**src/rtl/rrhc_pkg.sv**
```systemverilog
// Package for the record region hit counter.
// Types, constants and small helper functions shared by the rtl files other than rrhc_ram.
// No dependencies.
package rrhc_pkg;

  localparam int TableEntries = 64;
  localparam int IdxW         = 6;
  localparam int NameChars    = 8;
  localparam int NameW        = 64;
  localparam int LenW         = 4;
  localparam logic [31:0] MarginReset = 32'd5000;
  localparam logic [31:0] Max32       = 32'hFFFF_FFFF;

  // func codes
  localparam logic [1:0] FuncLoad  = 2'd0;
  localparam logic [1:0] FuncByte  = 2'd1;
  localparam logic [1:0] FuncQuery = 2'd2;

  // characters of interest
  localparam logic [7:0] ChNewline = 8'h0A;
  localparam logic [7:0] ChAt      = 8'h40;
  localparam logic [7:0] ChStar    = 8'h2A;
  localparam logic [7:0] ChTab     = 8'h09;
  localparam logic [7:0] ChZero    = 8'h30;
  localparam logic [7:0] ChNine    = 8'h39;
  localparam logic [2:0] PosField  = 3'd3;
  localparam logic [2:0] TabSat    = 3'd4;

  localparam logic KindRecord = 1'b0;
  localparam logic KindQuery  = 1'b1;

  typedef struct packed {
    logic [1:0]       func;
    logic [7:0]       data_byte;
    logic [IdxW-1:0]  entry_index;
    logic [NameW-1:0] entry_name;
    logic [LenW-1:0]  name_length;
    logic [31:0]      region_start;
    logic [31:0]      region_end;
  } in_word_t;

  typedef struct packed {
    logic            kind;
    logic [IdxW-1:0] matched_index;
    logic            name_known;
    logic            in_window;
    logic            position_bad;
    logic [31:0]     record_position;
    logic [31:0]     hit_count;
    logic [31:0]     total_count;
    logic [31:0]     unmatched_count;
  } out_word_t;

  // table entry as held in the name memory
  typedef struct packed {
    logic [LenW-1:0]  len;
    logic [NameW-1:0] name;
    logic [31:0]      start;
    logic [31:0]      stop;
  } entry_t;

  typedef struct packed {
    logic [31:0] hits;
    logic [31:0] totals;
  } count_t;

  typedef struct packed {
    logic take;       // input word accepted
    logic name_rd;    // read table entry at scan slot
    logic cnt_rd;     // read counts at scan slot
    logic scan_next;  // advance scan slot
    logic upd;        // matched record: update counts, load result
    logic unm;        // unmatched record: load result
    logic qry;        // query answer: load result
  } cmd_t;

  typedef struct packed {
    logic tally_req;  // newline word with name and position collected
    logic too_long;   // current name overflowed
    logic is_query;
    logic hit;        // scan slot matches
    logic scan_last;
    logic out_free;
  } sts_t;

  typedef enum logic [5:0] {
    StIdle = 6'b000001,
    StSrd  = 6'b000010,
    StScmp = 6'b000100,
    StCwin = 6'b001000,
    StUout = 6'b010000,
    StQout = 6'b100000
  } state_e;

  function automatic logic [31:0] sat_inc(input logic [31:0] v);
    sat_inc = (v == Max32) ? v : v + 32'd1;
  endfunction

  function automatic logic [NameW-1:0] name_mask(input logic [LenW-1:0] len);
    logic [NameW-1:0] m;
    m = '0;
    for (int b = 0; b < NameChars; b++) begin
      if (LenW'(b) < len) m[8*b +: 8] = 8'hFF;
    end
    name_mask = m;
  endfunction

endpackage

```
**src/rtl/rrhc_ctrl.sv**
```systemverilog
// Controller state machine of the record region hit counter.
// Depends on rrhc_pkg.
module rrhc_ctrl (
  input  logic            clk_i,
  input  logic            rst_ni,
  input  logic            in_valid_i,
  output logic            in_stall_o,
  input  rrhc_pkg::sts_t  sts_i,
  output rrhc_pkg::cmd_t  cmd_o
);

  rrhc_pkg::state_e state_q, state_d;

  always_ff @(posedge clk_i or negedge rst_ni) begin
    if (!rst_ni) begin
      state_q <= rrhc_pkg::StIdle;
    end else begin
      state_q <= state_d;
    end
  end

  assign in_stall_o = (state_q != rrhc_pkg::StIdle);

  always_comb begin
    state_d = state_q;
    cmd_o   = '0;
    case (state_q)
      rrhc_pkg::StIdle: begin
        if (in_valid_i) begin
          cmd_o.take = 1'b1;
          if (sts_i.tally_req) begin
            state_d = sts_i.too_long ? rrhc_pkg::StUout : rrhc_pkg::StSrd;
          end else if (sts_i.is_query) begin
            state_d = rrhc_pkg::StQout;
          end
        end
      end
      rrhc_pkg::StSrd: begin
        cmd_o.name_rd = 1'b1;
        state_d = rrhc_pkg::StScmp;
      end
      rrhc_pkg::StScmp: begin
        cmd_o.cnt_rd = 1'b1;
        if (sts_i.hit) begin
          state_d = rrhc_pkg::StCwin;
        end else if (sts_i.scan_last) begin
          state_d = rrhc_pkg::StUout;
        end else begin
          cmd_o.scan_next = 1'b1;
          state_d = rrhc_pkg::StSrd;
        end
      end
      rrhc_pkg::StCwin: begin
        if (sts_i.out_free) begin
          cmd_o.upd = 1'b1;
          state_d = rrhc_pkg::StIdle;
        end
      end
      rrhc_pkg::StUout: begin
        if (sts_i.out_free) begin
          cmd_o.unm = 1'b1;
          state_d = rrhc_pkg::StIdle;
        end
      end
      rrhc_pkg::StQout: begin
        if (sts_i.out_free) begin
          cmd_o.qry = 1'b1;
          state_d = rrhc_pkg::StIdle;
        end
      end
      default: begin
        state_d = rrhc_pkg::StIdle;
      end
    endcase
  end

endmodule

```
**config.mk**
```make
export PLATFORM = sky130hd
export DESIGN_NAME = rrhc_ctrl
export DESIGN_NICKNAME = d
export VERILOG_FILES = /design/src/rtl/rrhc_pkg.sv /design/src/rtl/rrhc_ctrl.sv
export SDC_FILE = /design/constraint.sdc
export NUM_CORES = 1
export LEC_CHECK = 0
export BUFFER_PORTS_ARGS = -buffer_cell sky130_fd_sc_hd__buf_2
export CAP_MARGIN = 20
export CORE_AREA = 3 3 40 42
export CTS_CLUSTER_SIZE = 8
export DETAILED_ROUTE_END_ITERATION = 6
export DIE_AREA = 0 0 43 45
export HOLD_SLACK_MARGIN = 0.02
export MAX_ROUTING_LAYER = met4
export SYNTH_ARGS = -nofsm -noshare
export SYNTH_HDL_FRONTEND = slang
export SYNTH_SLANG_ARGS = --single-unit
```
**constraint.sdc**
```tcl
create_clock -name clk_i -period 1.5 [get_ports clk_i]
set_input_delay 0.075 -clock clk_i [delete_from_list [all_inputs] [get_ports clk_i]]
set_output_delay 0.075 -clock clk_i [all_outputs]
set_load 0.02 [all_outputs]
```
=== Yosys cells after proc, flatten, opt, wreduce, memory -nomap -nowiden ===
Index checks and enable logic that the tools add are counted.

* Register bits: 6
* Input port bits: 9
* Logic and storage cells: 31

* Equal/unequal tests: 10
* Muxes and demuxes: 18
* Reductions and logical operators: 2

{| class="wikitable"
|+ Operators by type and width
! kind !! count
|-
| $mux 6 || 5
|-
| $pmux 6 s4 || 1
|-
| $mux 5 || 2
|-
| $mux 1 || 9
|-
| $eq 6x1->1 const B || 1
|-
| $eq 6x2->1 const B || 1
|-
| $eq 6x3->1 const B || 1
|-
| $eq 6x4->1 const B || 1
|-
| $eq 6x5->1 const B || 1
|-
| $eq 6x6->1 const B || 1
|-
| $ne 6x1->1 const B || 1
|-
| $ne 3x3->1 const B || 1
|-
| $reduce_and 3->1 || 1
|-
| $reduce_or 3->1 || 1
|-
| $mux 2 || 1
|-
| $ne 2x1->1 const B || 1
|-
| $ne 2x2->1 const B || 1
|}

=== Depth between registers and ports, before layout ===
Gate-level depths: netlist of the first run.

* Depth after elaboration: 4
* Gate-level depth with buffers: 6

=== Least setup slack after synthesis of the first run ===
OpenSTA, ideal clock, no wires.

* Kind: reg-to-reg
* From: register state_q[2]
* To: register state_q[4]
* Arrival time: 1.491 ns
* Required time: 1.375 ns
* Slack: -0.116 ns
* Cell stages (with the launch flop): 6
* Path buffers: 1
* Cells stage by stage: dfrtp_1 -> buf_6 -> nor4_2 -> and3b_4 -> o2bb2ai_4 -> mux2_4

* Word-level cells in the longest chain between the ends: 4

{| class="wikitable"
|+ Ends and longest elaborated chain
! item !! line !! source
|-
| start: declaration || rrhc_ctrl.sv:12 || <nowiki>rrhc_pkg::state_e state_q, state_d;</nowiki>
|-
| start signal: assignment || rrhc_ctrl.sv:16 || <nowiki>state_q <= rrhc_pkg::StIdle;</nowiki>
|-
| start signal: assignment || rrhc_ctrl.sv:18 || <nowiki>state_q <= state_d;</nowiki>
|-
| $eq 6x6->1, or another cell as far along || rrhc_ctrl.sv:27 || <nowiki>case (state_q)</nowiki>
|-
| $reduce_or 3->1 (no line) || n/a ||
|-
| $ne 2x1->1 (no line) || n/a ||
|-
| $reduce_and 3->1 (no line) || n/a ||
|}

Several ways; a longest one is shown, not always the timed one.
A chain may end at the register's enable or synchronous reset.

==> results of run 1 <==
-- metal layers --
metal	share of wire [%]	track usage [%]
met5	0	-
met4	1.0	6.02
met3	5.5	5.18
met2	51	22.5
met1	42	19.9
-- through the flow --
step                      power [mW]  utilization [%]  cells  setup TNS, ns
after floorplan                0.779                -     50         -0.173
after global placement          1.08             49.9     89        -0.0839
after detailed placement        1.08             49.9     89        -0.0932
after CTS                       1.38             56.3     94         -0.732
after global routing            1.58             62.2     96          -1.84
final                           1.49             62.2     96          -1.01
-- cell usage in the layout, fill, tap and decap left out, drive strengths merged, types with 2 or more instances in the layout --
cell,synthesis,layout
and3b,3,3
buf,4,30
clkbuf,0,4
dfrtp,5,5
inv,4,4
mux2,2,2
nand2,2,2
nand3,3,3
nor2,5,5
nor3b,2,2
o21ai,4,4
xor2,2,2
-- how the worst max path moves through the flow --
| stage | end | slack, ns | cells past startpoint |
|---|---|---|---|
| 2_1_floorplan | state_q[4] | -0.09 | 5 |
| 3_3_place_gp | state_q[5] | -0.05 | 4 |
| 3_5_place_dp | state_q[5] | -0.05 | 4 |
| 4_1_cts | cmd_o[6] | -0.20 | 5 |
| 5_1_grt | cmd_o[6] | -0.30 | 5 |
| 6_report | cmd_o[6] | -0.22 | 5 |
-- kinds of logic after synthesis --
logic type      count (synthesis)
compound gates                  9
simple gates                   23
buf+inv                         8
flops                           6
xor+xnor                        2
mux                             2
-- what timing repair did --
action | 4_1_cts | 5_1_grt
pin swaps | 6 | 5
hold endpoints to repair | 6 | 0
hold buffers | 1 | 0
resized for setup | 14 | 16
setup endpoints to repair | 6 | 12
buffers inserted | 1 | 2
-- area by class of cell --
cell class,count,area (sq um)
Clock buffer,4,26.3
Fill cell,101,485
Inverter,4,15.0
Multi-Input combinational cell,36,340
Sequential cell,6,155
Tap cell,15,18.8
Timing Repair Buffer,31,244
-- report_power, final --
part,internal [mW],switching [mW]
registers,0.222,0.0729
logic,0.586,0.445
clock network,0.101,0.0658
total,0.909,0.584
==> PnR_summary.wiki, run 1 <==
{| class="wikitable"
! Metric !! Value
|-
| Result of the run || complete, but fails checks
|-
| Violated checks || negative setup slack
|-
| Final Wtd Congestion || 0.755
|-
| Detailed Routing Iterations Pass 1 || 4
|-
| Non-Filler Cell Area, Final || 800 sq um
|-
| Worst-path clk slew || 0.05 ns
|-
| Post-synthesis to final-layout area growth || 68.6%
|-
| Slew Limit Fails || 0
|-
| Critical R2R Launch || state_q[4]
|-
| Final HPWL DP || 986 microns
|-
| Leak Pwr || 0.399 nW
|-
| Number of synthesized flops with an enable pin || 0
|-
| Residual DRC || 0
|-
| Root buffer cell || sky130_fd_sc_hd__clkbuf_4
|-
| Worst-path fanout max || 5
|-
| CP Class || flop to output pin
|-
| Share of the synthesized netlist area taken by xor and xnor gates || 3.69%
|-
| Final period util || 115%
|-
| Number of buffers inserted by port buffering || 16
|-
| Area share of the leading cell type in the synthesized netlist || 26.4%
|-
| Tightest Hold Check Type || primary input to flop
|-
| Post-Route Hold Slack || 0.0808 ns
|-
| Setup slack of the most critical reg-to-reg path || -0.13 ns
|-
| Combined area of all synthesized cells || 474 sq um
|-
| Die Span X || 43 microns
|-
| Die area || 1940 sq um
|-
| Deepest clock path buffer count || 2
|-
| Number of placement rows || 13
|-
| Fraction of synthesized area in multiplexers || 6.33%
|-
| CP startpoint || state_q[4]
|-
| Reported max-cap violation count || 0
|-
| Total buffers and inverters traversed by the critical path || 2
|-
| Placeable core region || 1280 sq um
|-
| Critical path's top delay family || simple AND/OR/NAND/NOR gates
|-
| Effective utilization at floorplan || 36.9%
|-
| Count of final hold-check violations || 0
|-
| Number of buffers inserted during clock tree synthesis || 3
|-
| Worst-path cell chain || nor4_4 > and3b_4 > buf_6 > and2_4 > buf_6
|-
| Ratio of cells with drive above 1 in the final layout || 64.2%
|-
| Length in cells of the worst reg-to-reg path || 4
|-
| Post-detailed-route via-to-cell ratio || 5.28
|-
| Post-detailed-placement cell area || 641 sq um
|-
| Worst Hold Path EP || state_q[3]
|-
| Arrival time worst endpoint || 1.65 ns
|-
| Synth Area in Adders || 0%
|-
| Crit. End Element || output pin
|-
| Commonest cells in the netlist || 5 x sky130_fd_sc_hd__dfrtp_1, 5 x sky130_fd_sc_hd__nor2_1, 4 x sky130_fd_sc_hd__inv_1, 4 x sky130_fd_sc_hd__o21ai_0, 3 x sky130_fd_sc_hd__nand3_1
|-
| Basic-gate share of the synthesized area counting and, or, nand and nor cells || 31.9%
|-
| Skew final || 0.00755 ns
|-
| Final worst path period need || 1.72 ns
|-
| Synthesized flop and latch total || 6
|-
| Total number of yosys warnings || 0
|-
| Count of H-tree levels built during CTS || 1
|-
| Synthesized instance count || 50
|-
| Setup ws final || -0.220 ns
|-
| Detailed Route WL || 1440 microns
|-
| Remaining max-slew budget at the tightest pin || 67.9%
|-
| Synth Flop Type || sky130_fd_sc_hd__dfrtp_1
|-
| Peak Freq || 581 MHz
|-
| Max FFs per register || 6
|-
| Largest registers ranked by flip-flop count || state_q (6)
|-
| Total power density per cell area || 1870 nW/um^2
|-
| CTS Sinks || 6
|-
| Number of global-route vias before repair || 499
|-
| Total congestion overflow || 0
|-
| Pin count of the biggest net entering global routing || 8
|-
| Setup repair after global routing missed its margin || true
|-
| Count of distinct cell types in the synthesized netlist || 28
|-
| TritonCTS clock tree || yes
|-
| Leading area contributor after synthesis || sky130_fd_sc_hd__dfrtp_1
|-
| Setup WS pre-CTS || -0.0469 ns
|-
| Capture instance of the worst register-to-register path || state_q[4]
|-
| Syn nets || 59
|-
| Routed via count || 507
|-
| Number of antenna violations at the first check in global routing || 0
|-
| Final #Nets || 91
|-
| Most frequent cell on the critical path || sky130_fd_sc_hd__buf_6
|-
| Height of the die || 45 microns
|-
| Residual antenna-violating net count after detailed routing || 0
|-
| Master of the slowest instance on the critical path || sky130_fd_sc_hd__dfrtp_2
|-
| Wire length of the first global-routing pass || 2150 microns
|-
| Highest cell delay on the worst timing path || 0.46 ns
|-
| Mean cell area of the mapped netlist || 9.48 sq um
|-
| FFs w/ async S/R, synth || 100%
|-
| Number of top-level pins || 17
|-
| Combinational family with the most area after synthesis || simple AND/OR/NAND/NOR gates
|-
| Wire length per cell || 15.0 microns
|-
| Ant diodes || 0
|-
| Number of cells traversed by the worst hold path || 2
|-
| Final setup vio count || 8
|-
| Number of DRC markers after the initial detailed-route iteration || 4
|-
| Overall fraction of global-route tracks in use || 15.4%
|-
| Least-Margin Pin Slew || 0.476 ns
|-
| Clock latency reported for the late side of the worst-skew pair || 0.25 ns
|-
| Most flops, register || state_q
|-
| Peak supply drop || 0.845 mV
|-
| Startpoint of the tightest hold check path || sts_i[2]
|-
| Required time reported for the critical path endpoint || 1.42 ns
|-
| Dominant cells by area after synthesis || sky130_fd_sc_hd__dfrtp_1 26%, sky130_fd_sc_hd__mux2_4 6.3%, sky130_fd_sc_hd__o2bb2ai_4 5.8%
|-
| Worst setup SP type || flop
|-
| Share of synthesized area occupied by flip-flops and latches || 31.9%
|-
| Area fraction in compound gates after synthesis || 16.4%
|}
Power figures use the tool's default switching activity.
==> run 2, diff against run 1 <==
clock period = 2 ns   (was 1.5 ns; I/O delays follow)
==> run 2 against run 1 <==
Worst hold slack gained 0.029 ns. Wire length shrank 28%. Critical path depth is the same. Via count shrank 17%. Clock skew is essentially flat. Highest routed layer unchanged. Die area is the same. Utilization shrank 17 points. Combinational power shrank 60%. The flow now finishes without violations. Register-to-register slack gained 0.43 ns.
==> PnR_summary.wiki, run 2 (synthesized netlist as in run 1, its figures left out) <==
{| class="wikitable"
! Metric !! Value
|-
| Result of the run || finished clean
|-
| Setup slack of the most critical reg-to-reg path || 0.30 ns
|-
| Root buffer cell || sky130_fd_sc_hd__clkbuf_4
|-
| Count of final hold-check violations || 0
|-
| Setup TNS || 0 ns
|-
| Largest registers ranked by flip-flop count || state_q (6)
|-
| Leak Pwr || 0.308 nW
|-
| CTS Sinks || 6
|-
| Post-route insts no fill || 82
|-
| Reported max-cap violation count || 0
|-
| Final worst path period need || 1.79 ns
|-
| Number of DRC markers after the initial detailed-route iteration || 13
|-
| Peak Freq || 558 MHz
|-
| Master of the slowest instance on the critical path || sky130_fd_sc_hd__dfrtp_1
|-
| Final Wtd Congestion || 0.822
|-
| Highest cell delay on the worst timing path || 0.48 ns
|-
| Overall fraction of global-route tracks in use || 12.2%
|-
| Worst setup SP type || flop
|-
| Number of instances in the placed design || 77
|-
| Final period util || 89.6%
|-
| CP startpoint || state_q[5]
|-
| Total congestion overflow || 0
|-
| Max FFs per register || 6
|-
| Ratio of cells with drive above 1 in the final layout || 43.3%
|-
| Placeable core region || 1280 sq um
|-
| Startpoint of the tightest hold check path || sts_i[2]
|-
| Final setup vio count || 0
|-
| Most frequent standard cell in the layout excluding fill and tap cells || sky130_fd_sc_hd__buf_2
|-
| Number of buffers inserted during clock tree synthesis || 3
|-
| TritonCTS clock tree || yes
|-
| Detailed Route WL || 1030 microns
|-
| Skew final || 0.00771 ns
|-
| Number of antenna violations at the first check in global routing || 0
|-
| Die area || 1940 sq um
|-
| Number of placement rows || 13
|-
| Count of H-tree levels built during CTS || 1
|-
| Wire length per cell || 12.6 microns
|-
| Number of buffers inserted by port buffering || 16
|-
| Final HPWL DP || 815 microns
|-
| Residual antenna-violating net count after detailed routing || 0
|-
| Slew Limit Fails || 0
|-
| Detailed Routing Iterations Pass 1 || 3
|-
| Least-Margin Pin Slew || 0.433 ns
|-
| Post-CTS setup repair buffer count || 0
|-
| Post-synthesis to final-layout area growth || 23.0%
|-
| Remaining max-slew budget at the tightest pin || 70.8%
|-
| Residual DRC || 0
|-
| Effective utilization at floorplan || 36.9%
|-
| Worst-path cell chain || nor3_2 > nand3_1 > or3_1 > inv_1 > buf_2
|-
| Height of the die || 45 microns
|-
| Post-detailed-route via-to-cell ratio || 5.11
|-
| Wire length of the first global-routing pass || 1700 microns
|-
| Number of global-route vias before repair || 383
|-
| Leading cell types in the layout, fill and taps excluded || 16 x sky130_fd_sc_hd__buf_2, 5 x sky130_fd_sc_hd__nor2_1, 5 x sky130_fd_sc_hd__dfrtp_1, 4 x sky130_fd_sc_hd__inv_1, 4 x sky130_fd_sc_hd__o21ai_0
|-
| Required time reported for the critical path endpoint || 1.90 ns
|-
| Peak supply drop || 0.658 mV
|-
| Total Power Consumption || 0.769 mW
|-
| Most flops, register || state_q
|-
| Deepest clock path buffer count || 2
|-
| Pin count of the biggest net entering global routing || 9
|-
| Arrival time worst endpoint || 1.69 ns
|-
| Setup repair after global routing missed its margin || false
|-
| Worst-path clk slew || 0.05 ns
|-
| Ant diodes || 0
|-
| Crit. End Element || output pin
|-
| Tightest Hold Check Type || primary input to flop
|-
| Number of fill cells in the layout || 130
|-
| Routed via count || 419
|-
| Number of top-level pins || 17
|-
| Die Span X || 43 microns
|-
| Critical R2R Launch || state_q[2]
|-
| Clock latency reported for the late side of the worst-skew pair || 0.24 ns
|-
| CP Class || flop to output pin
|-
| Final #Nets || 77
|-
| Total power density per cell area || 1320 nW/um^2
|-
| Worst-path fanout max || 8
|}
## run 2: per-stage QoR
stage / utilization (%) / setup slack, ns / cell area (sq um) / hold WS, ns
final: 45.4 / 0.209 / 583 / 0.109
after global routing: 45.4 / 0.0814 / 583 / 0.112
after CTS: 45.0 / 0.113 / 578 / 0.106
after floorplan: - / 0.384 / 474 / -0.196
after detailed placement: 42.2 / 0.320 / 542 / -0.0720
after global placement: 42.2 / 0.340 / 542 / -0.0693
## run 2: repair_timing
| action | 4_1_cts | 5_1_grt |
|---|---|---|
| hold endpoints to repair | 6 | 0 |
| resized for setup | 0 | 1 |
| setup endpoints to repair | 0 | 1 |
| hold buffers | 1 | 0 |
## run 2: worst paths after layout
path / cells past startpoint / to
worst max-delay path: 5 / cmd_o[3]
worst min-delay path: 2 / state_q[3]
worst max register to register: 4 / state_q[5]
worst min register to register: 1 / state_q[2]
max in group asynchronous: 2 / state_q[0]
min in group asynchronous: 2 / state_q[3]
## run 2: final cells by class
cell class,instances,area [sq um],area share (%)
Sequential cell,6,151,26.0
Tap cell,15,18.8,3.22
Timing Repair Buffer,17,90.1,15.5
Multi-Input combinational cell,36,282,48.3
Clock buffer,4,26.3,4.51
Inverter,4,15.0,2.58
## run 2: per-layer routing
layer | GRT usage (%) | wire (microns)
met1 | 15.9 | 483
met5 | - | 0
met3 | 2.39 | 47
met4 | 5.42 | 10
met2 | 18.6 | 493
## run 2: critical path: cells and delay by family, from the launching register on
kind / cells / cell delay [ns]
simple gates: 3 / 0.76
buf+inv: 2 / 0.21
flops: 1 / 0.48
## run 2: where the power goes
| group | internal (mW) | switching [mW] |
|---|---|---|
| Combinational | 0.202 | 0.215 |
| Sequential | 0.164 | 0.0684 |
| Clock | 0.0756 | 0.0444 |
